$ cat src/rtl/ftpt_pkg.sv
// package for the ftp command line tokenizer
// holds character codes, line status codes, the result struct and the verb helper
// no dependencies
`default_nettype none

package ftpt_pkg;

    localparam logic [7:0] CH_BACKSLASH = 8'h5C;
    localparam logic [7:0] CH_SLASH     = 8'h2F;
    localparam logic [7:0] CH_CR        = 8'h0D;
    localparam logic [7:0] CH_LF        = 8'h0A;
    localparam logic [7:0] CH_SPACE     = 8'h20;
    localparam logic [7:0] CH_LOWER_A   = 8'h61;
    localparam logic [7:0] CH_LOWER_Z   = 8'h7A;
    localparam logic [7:0] CASE_OFFSET  = 8'h20;

    localparam int unsigned VERB_MAX = 4;

    typedef enum logic [1:0] {
        ST_PENDING = 2'd0,
        ST_EMPTY   = 2'd1,
        ST_DONE    = 2'd2,
        ST_ERROR   = 2'd3
    } t_status;

    typedef struct packed {
        t_status     line_status;
        logic        char_stored;
        logic [7:0]  char_value;
        logic [7:0]  char_index;
        logic [7:0]  line_length;
        logic [31:0] verb_text;
        logic [2:0]  verb_length;
        logic        param_present;
        logic [7:0]  param_offset;
    } t_result;

    // upper-case the first len bytes of raw, zero the rest
    function automatic logic [31:0] upper_verb(input logic [31:0] raw, input logic [2:0] len);
        logic [31:0] res;
        logic [7:0]  ch;
        res = '0;
        for (int i = 0; i < VERB_MAX; i++) begin
            ch = raw[8*i +: 8];
            if (ch >= CH_LOWER_A && ch <= CH_LOWER_Z) begin
                ch = ch - CASE_OFFSET;
            end
            if (3'(i) < len) begin
                res[8*i +: 8] = ch;
            end
        end
        return res;
    endfunction

endpackage

`default_nettype wire

$ cat src/rtl/ftpt_line_state.sv
// line tracking state and per-byte decode of the ftp command line tokenizer
// depends on ftpt_pkg
`default_nettype none

module ftpt_line_state
    import ftpt_pkg::*;
#(
    parameter int unsigned LINE_MAX = 255
) (
    input  wire logic       i_clk,
    input  wire logic       i_rst_n,
    input  wire logic       i_step,
    input  wire logic [7:0] i_byte,
    output t_result         o_result
);

    localparam logic [7:0] LineMaxB = 8'(LINE_MAX);

    logic [7:0]  r_char_count, n_char_count;
    logic [31:0] r_verb_chars, n_verb_chars;
    logic        r_space_seen, n_space_seen;
    logic [7:0]  r_first_space_pos, n_first_space_pos;
    logic        r_param_found, n_param_found;
    logic [7:0]  r_param_pos, n_param_pos;

    logic [7:0] c;
    logic [2:0] vlen;
    logic       clear;

    always_comb begin
        c = (i_byte == CH_BACKSLASH) ? CH_SLASH : i_byte;

        n_char_count      = r_char_count;
        n_verb_chars      = r_verb_chars;
        n_space_seen      = r_space_seen;
        n_first_space_pos = r_first_space_pos;
        n_param_found     = r_param_found;
        n_param_pos       = r_param_pos;
        clear             = 1'b0;
        vlen              = '0;
        o_result          = '0;
        o_result.line_status = ST_PENDING;

        if (c == CH_CR) begin
            // dropped
        end else if (c != CH_LF) begin
            if (r_char_count < LineMaxB) begin
                if (!r_space_seen) begin
                    if (c == CH_SPACE) begin
                        n_space_seen      = 1'b1;
                        n_first_space_pos = r_char_count;
                    end else if (r_char_count < 8'(VERB_MAX)) begin
                        n_verb_chars[8*r_char_count[1:0] +: 8] = c;
                    end
                end else if (!r_param_found && c != CH_SPACE) begin
                    n_param_found = 1'b1;
                    n_param_pos   = r_char_count;
                end
                n_char_count         = r_char_count + 8'd1;
                o_result.char_stored = 1'b1;
                o_result.char_value  = c;
                o_result.char_index  = r_char_count;
            end else begin
                clear                = 1'b1;
                o_result.line_status = ST_ERROR;
            end
        end else if (r_char_count == '0) begin
            o_result.line_status = ST_EMPTY;
        end else begin
            clear = 1'b1;
            if (r_space_seen ? (r_first_space_pos > 8'(VERB_MAX))
                             : (r_char_count > 8'(VERB_MAX))) begin
                o_result.line_status = ST_ERROR;
            end else begin
                vlen = r_space_seen ? r_first_space_pos[2:0] : r_char_count[2:0];
                o_result.line_status   = ST_DONE;
                o_result.line_length   = r_char_count;
                o_result.verb_text     = upper_verb(r_verb_chars, vlen);
                o_result.verb_length   = vlen;
                o_result.param_present = r_space_seen;
                o_result.param_offset  = (r_space_seen && r_param_found) ? r_param_pos
                                                                         : r_char_count;
            end
        end

        if (clear) begin
            n_char_count      = '0;
            n_verb_chars      = '0;
            n_space_seen      = 1'b0;
            n_first_space_pos = '0;
            n_param_found     = 1'b0;
            n_param_pos       = '0;
        end
    end

    always_ff @(posedge i_clk) begin
        if (!i_rst_n) begin
            r_char_count      <= '0;
            r_verb_chars      <= '0;
            r_space_seen      <= 1'b0;
            r_first_space_pos <= '0;
            r_param_found     <= 1'b0;
            r_param_pos       <= '0;
        end else if (i_step) begin
            r_char_count      <= n_char_count;
            r_verb_chars      <= n_verb_chars;
            r_space_seen      <= n_space_seen;
            r_first_space_pos <= n_first_space_pos;
            r_param_found     <= n_param_found;
            r_param_pos       <= n_param_pos;
        end
    end

endmodule

`default_nettype wire

$ cat config.mk
export PLATFORM = sky130hd
export DESIGN_NAME = ftpt_line_state
export DESIGN_NICKNAME = d
export VERILOG_FILES = /design/src/rtl/ftpt_pkg.sv /design/src/rtl/ftpt_line_state.sv
export SDC_FILE = /design/constraint.sdc
export NUM_CORES = 1
export LEC_CHECK = 0
export CORE_MARGIN = 2
export CORE_UTILIZATION = 45
export CTS_CLUSTER_SIZE = 16
export DETAILED_ROUTE_END_ITERATION = 16
export DONT_BUFFER_PORTS = 1
export PLACE_DENSITY = 0.69
export SLEW_MARGIN = 20
export SYNTH_ARGS = -nofsm -noshare
export SYNTH_HDL_FRONTEND = slang
export SYNTH_SLANG_ARGS = --single-unit
export TNS_END_PERCENT = 20
$ cat constraint.sdc
create_clock -name i_clk -period 9.2 [get_ports i_clk]
set_input_delay 2.76 -clock i_clk [delete_from_list [all_inputs] [get_ports i_clk]]
set_output_delay 2.76 -clock i_clk [all_outputs]
set_load 0.02 [all_outputs]
==> results.md, run 1 <==
- Outcome: finished clean
- Slew Viols, Final: 0
- XOR/XNOR share of the synthesized area: 1.79%
- Reg clk slew, reported paths: 0.06 ns
- Syn Area/Cell: 7.96 sq um
- Detailed Route WL: 9630 microns
- Most frequent cells after synthesis: dfxtp_1, nand2_1, and2_1
- Routability Congestion: 0.851
- Initial Util: 46.8%
- Compound-gate portion of the synthesized area: 18.0%
- Synth top area share: 33.9%
- Power density over cell area: 150 nW/um^2
- First-pass GRT wire length: 15700 microns
- Buf+Inv Stages, Crit Path: 0
- Root buffer cell: clkbuf_8
- ANT nets after route: 0
- Reg-to-reg critical path startpoint: r_char_count[2]
- GR Util met1: 29.8%
- DR WL/cell: 18.5 microns
- WP depth: 5
- Drt initial violations: 244
- Period utilisation layout: 86.9%
- H-tree depth: 3
- Leak pwr: 0.00119 uW
- Fin crit period: 8.00 ns
- Hold path depth: 2
- Diode count: 0
- VDD IR-drop max: 0.0000786 V
- Fmax: 125 MHz
- Worst path arrival time: 5.24 ns
- Grt met3 use: 5.23%
- Worst setup path category: in -> out
- Vias: 3175
- Vias per cell: 6.09
- Post-CTS sizing: 0
- Die H: 91.3 microns
- Die ar.: 8340 sq um
- Final WS setup: 1.20 ns
- Setup crit end kind: output port
- Global routing usage on met2: 36.9%
- Rel. slew slack: 34.6%
- Number of max-cap violations: 0
- Worst Path Max Fanout: 22
- Sink Count: 58
- CP Launch Type: primary input
- DRC: 0
- Combinational family with the most area after synthesis: simple AND/OR/NAND/NOR gates
- Crit path launch: i_byte[5]
- Crit-path slowest cell: nor3b_1
- Setup Viol. Count Final: 0
- First-pass DRT Iterations: 5
- Unrepaired setup endpoints after global routing: false
- Post-CTS setup buffers: 0
- R2R Path End: r_char_count[1]
- Largest net degree at the start of global routing: 51
- Synthesized area: 3430 sq um
- Io pins: 82
- Gr ovfl total: 0
- Post-synthesis sequential area ratio: 33.9%
- Syn nets: 451
- FFs w/ async S/R, synth: 0%
- CTS tree: yes
- Warnings, synthesis: 0
- Busiest grt layer: met2
- Simple-Gate Fraction of Synth Area: 35.8%
- Initial antenna violation count: 0
- Reg2Reg Depth: 5
- Area share of fa/ha/maj cells after synthesis: 3.28%
- Placed wire-length estimate: 6970 microns
- Number of buffers added on ports: 0
- Crit-path max cell delay: 0.63 ns
- Critical path required time: 6.44 ns
- Post-route setup TNS: 0 ns
- Most common cell in the netlist: dfxtp_1
- Actual slew at the worst max-slew pin: 0.972 ns
- Chip width: 91.3 microns
- Reg2Reg Setup Slack: 6.38 ns
- Largest cells by area after synthesis: dfxtp_1, and2_1, nand2_1, o22ai_1, a22o_1
- # rows: 31
- Layout net count: 439
- EDFF count, synth: 0
- GRT Total Usage: 23.5%
- Hold Fails Final Rpt: 0
- Clk_skew: 0.00635 ns
- Total CTS buffers: 9
- Area growth, synth to finish: 5.87%
- Synth unique cells: 55
- Hold_buf cts: 0
- Dominant synthesized flop cell: dfxtp_1
- Synth Instances: 431
- Post-synthesis mux area share: 1.75%
- Crit path capture: o_result[17]
- Setup WS pre-CTS: 1.25 ns
- Cell taking the most area after synthesis: dfxtp_1
- Vias in the first global route: 2997
- Latest clock arrival within the worst-skew pair: 0.34 ns
- Cell family with most CP delay: simple AND/OR/NAND/NOR gates
- CORE AREA: 7330 sq um
- Clock Tree Buf Depth: 2
- Worst Hold Class: reg -> reg
- Seq cells post-synth: 58
- Layout cell share with drive strength beyond 1: 6.64%
- Crit path cell chain: nor4b_1 -> nand2_1 -> a211o_1 -> a21oi_1 -> nor3b_1
## state kept, by name, summed over array words and instances (netlist names)
name,flops
r_param_pos,8
r_space_seen,1
r_char_count,8
r_param_found,1
r_verb_chars,32
r_first_space_pos,8
## metal layers
metal | wire, microns | vias to the layer above
li1 | - | 1536
met1 | 4160 | 1486
met2 | 4540 | 124
met3 | 603 | 29
met4 | 323 | 0
met5 | 0 | -
## where the power goes
group | internal [uW] | leakage, uW | switching [uW]
Clock | 137 | 0.0000946 | 98.1
Combinational | 15.8 | 0.000625 | 32.6
Sequential | 255 | 0.000468 | 6.20
## cell type report
class | count | area (sq um)
clock inverters | 2 | 37.5
clock buffers | 12 | 155
flip-flops and latches | 58 | 1160
inverters | 11 | 41.3
fillers | 738 | 3700
multi-input cells | 335 | 2080
well taps | 99 | 124
repair buffers | 4 | 30.0
## worst reg2reg max path: stages (launching register included)
cell and delay [ns]:
dfxtp_1 0.73, and4_1 0.34, and4_1 0.54, o22ai_1 0.35, a21oi_1 0.56, o21ai_0 0.17
## per-stage QoR
step	std cells	instance area [sq um]	power (uW)	hold slack, ns	util, %
after floorplan	431	3430	305	0.440	-
final	521	3630	544	0.472	49.5
after detailed placement	507	3440	314	0.457	46.9
after global routing	521	3630	561	0.488	49.5
after global placement	507	3440	314	0.453	46.9
after CTS	521	3630	544	0.471	49.5
## placed cells by master, fill, tap and decap left out, types with 2 or more instances in the layout
cell type and n:
nand4_1 14, o22ai_1 23, a22o_1 16, buf_4 4, dfxtp_1 58, o2bb2ai_1 2
a21oi_1 24, and3_1 5, and2_1 42, ha_1 9, a31oi_1 2, o21a_1 4
clkbuf_8 11, nor3b_1 4, nor2_1 25, inv_1 11, nand3b_1 2, xor2_1 6
nor2b_1 6, o21ai_1 2, mux2i_1 6, nand2_1 51, and4_1 3, or3_1 2
nand2b_1 4, nor4b_1 5, nand4b_1 4, nand3_1 18, nor4_1 8, o21ai_0 11
a2111oi_1 3, nor3_1 13
## how the worst min path moves through the flow
stage	start	to	slack, ns
4_1_cts	r_verb_chars[13]	r_verb_chars[13]	0.47
2_1_floorplan	r_first_space_pos[7]	r_first_space_pos[7]	0.44
6_report	r_verb_chars[13]	r_verb_chars[13]	0.47
5_1_grt	r_param_pos[6]	r_param_pos[6]	0.49
3_5_place_dp	r_first_space_pos[7]	r_first_space_pos[7]	0.46
3_3_place_gp	r_first_space_pos[7]	r_first_space_pos[7]	0.45
## logic make-up after synthesis
| group | Yosys count |
|---|---|
| xor+xnor | 7 |
| fa+ha+maj | 9 |
| flops | 58 |
| simple gates | 219 |
| buf+inv | 38 |
| mux | 6 |
| compound gates | 94 |
(Power assumes the default switching activity.)
==> run 2: changes to the inputs <==
CORE_ASPECT_RATIO = 2   (was default)
==> run 2 against run 1 <==
Effect of this change:
- combinational power is 1% higher
- core utilization is 0.24 points higher
- count of clock-buffer cells in the layout is 3 lower
- critical path depth stayed put
- sequential share of layout area is 0.83 points lower
- clock skew is 0.00071 ns lower
- register-to-register slack worse by 0.02 ns
- clock power is 38% higher
- via count is 0.38% higher
- hold slack worse by 0.0072 ns
- non-clock buffer count stayed put
- die area is 0.51% higher
- critical endpoint unchanged
- largest cell class unchanged
- largest power group is now clock
- highest routed layer unchanged
==> results.md, run 2 (synthesized netlist as in run 1, its figures left out) <==
- Fill cells: 732 (-0.81%)
- Final WS setup: 1.28 ns (+0.0794 ns)
- Biggest register: r_verb_chars
- Commonest non-fill, non-tap cells in the layout: dfxtp_1, nand2_1, and2_1
- Die ar.: 8380 sq um (+0.51%)
- Hold path start: r_verb_chars[14]
- Setup WS pre-CTS: 1.26 ns (+0.00926 ns)
- Crit path capture: o_result[17]
- Clock Tree Buf Depth: 2 (unchanged)
- Largest net degree at the start of global routing: 51 (unchanged)
- Sink Count: 58 (unchanged)
- Fin crit period: 7.92 ns (-0.0794 ns)
- Drt initial violations: 160 (-34%)
- Chip width: 65.7 microns (-28%)
- First-pass GRT wire length: 15200 microns (-3.2%)
- Post-CTS sizing: 0 (unchanged)
- First-pass DRT Iterations: 5 (unchanged)
- CORE AREA: 7490 sq um (+2.2%)
- Total CTS buffers: 9 (unchanged)
- Unrepaired setup endpoints after global routing: false
- DR WL/cell: 18.9 microns (+2.1%)
- Power density over cell area: 171 nW/um^2 (+14%)
- Number of max-cap violations: 0 (unchanged)
- Reg clk slew, reported paths: 0.05 ns (about the same)
- Period utilisation layout: 86.1% (-0.86 points)
- Vias: 3187 (+0.38%)
- Number of buffers added on ports: 0 (unchanged)
- Max reg flops: 32 (unchanged)
- Leak pwr: 0.00123 uW (+3.3%)
- Reg2Reg Depth: 5 (unchanged)
- Rel. slew slack: 37.5% (+2.9 points)
- Worst path arrival time: 5.16 ns (-0.08 ns)
- Setup crit end kind: output port
- CP Launch Type: primary input
- Slew Viols, Final: 0 (unchanged)
- Post-CTS setup buffers: 0 (unchanged)
- Fmax: 126 MHz (+1.0%)
- Detailed Route WL: 9770 microns (+1.5%)
- Initial antenna violation count: 0 (unchanged)
- Outcome: finished clean
- Most common cell after layout, fill and taps aside: dfxtp_1
- Latest clock arrival within the worst-skew pair: 0.32 ns (-0.02 ns)
- Layout net count: 439 (unchanged)
- Initial Util: 45.8% (-0.98 points)
- VDD IR-drop max: 0.000152 V (+94%)
- Hold Fails Final Rpt: 0 (unchanged)
- Layout cell share with drive strength beyond 1: 7.31% (+0.68 points)
- Actual slew at the worst max-slew pin: 0.929 ns (-0.0429 ns)
- Reg2Reg Setup Slack: 6.36 ns (-0.02 ns)
- Die H: 127 microns (+40%)
- Clk_skew: 0.00564 ns (-0.000707 ns)
- Area growth, synth to finish: 8.68%
- Hold_buf cts: 0 (unchanged)
- Worst setup path category: in -> out
- Vias in the first global route: 2934 (-2.1%)
- Vias per cell: 6.15 (+0.96%)
- Diode count: 0 (unchanged)
- CTS tree: yes
- Gr ovfl total: 0 (unchanged)
- Critical path required time: 6.44 ns (about the same)
- Worst Hold Class: reg -> reg
- Routability Congestion: 0.883 (+3.7%)
- ANT nets after route: 0 (unchanged)
- Crit path launch: i_byte[5]
- H-tree depth: 3 (unchanged)
- GRT Total Usage: 23.5% (about the same)
- Io pins: 82 (unchanged)
- Reg-to-reg critical path startpoint: r_char_count[2]
- Worst Path Max Fanout: 22 (unchanged)
- # rows: 45 (+45%)
- R2R Path End: r_char_count[1]
- DRC: 0 (unchanged)
- Setup Viol. Count Final: 0 (unchanged)
- Placed wire-length estimate: 7060 microns (+1.3%)
- Root buffer cell: clkbuf_16
- Post-route setup TNS: 0 ns (unchanged)
==> run 2: metrics by stage <==
stage | instance area, sq um | cells | hold WS [ns] | total power [uW] | utilization [%]
after floorplan | 3430 | 431 | 0.440 | 305 | -
after global placement | 3430 | 502 | 0.452 | 315 | 45.8
after detailed placement | 3430 | 502 | 0.459 | 315 | 45.8
after CTS | 3730 | 518 | 0.466 | 638 | 49.8
after global routing | 3730 | 518 | 0.493 | 656 | 49.8
final | 3730 | 518 | 0.465 | 636 | 49.8
==> run 2: worst min path at each step <==
stage	endpoint	slack [ns]	depth (start not counted)
global placement	r_verb_chars[14]	0.45	2
CTS	r_verb_chars[14]	0.47	2
floorplan	r_first_space_pos[7]	0.44	1
finish	r_verb_chars[14]	0.46	2
detailed placement	r_verb_chars[14]	0.46	2
global route	r_verb_chars[14]	0.49	2
==> run 2: layer usage <==
metal / part of all wire (%) / up-vias / global-route usage [%] / routed length, microns
met5: 0 / - / 0 / 0
met4: 3.7 / 0 / 10.9 / 364
met3: 4.3 / 24 / 5.90 / 420
met2: 51 / 104 / 40.2 / 5000
met1: 41 / 1517 / 26.6 / 3990
li1: - / 1542 / - / -
==> run 2: power by group <==
| group | internal (uW) | switching [uW] |
|---|---|---|
| clock | 208 | 117 |
| combinational | 15.8 | 33.1 |
| sequential | 255 | 6.31 |
| total | 479 | 157 |
==> run 2: final cells by class <==
| class | count | area [sq um] | share of cell area, % |
|---|---|---|---|
| Multi-Input combinational cell | 335 | 2080 | 55.9 |
| Sequential cell | 58 | 1160 | 31.2 |
| Clock buffer | 9 | 225 | 6.04 |
| Tap cell | 94 | 118 | 3.16 |
| Clock inverter | 7 | 70.1 | 1.88 |
| Inverter | 11 | 41.3 | 1.11 |
| Timing Repair Buffer | 4 | 30.0 | 0.806 |
==> run 2: worst max-delay path, cell delays in order <==
cell	delay (ns)
nor4b_1	0.49
nand2_1	0.14
a211o_1	0.61
a21oi_1	0.53
nor3b_1	0.62
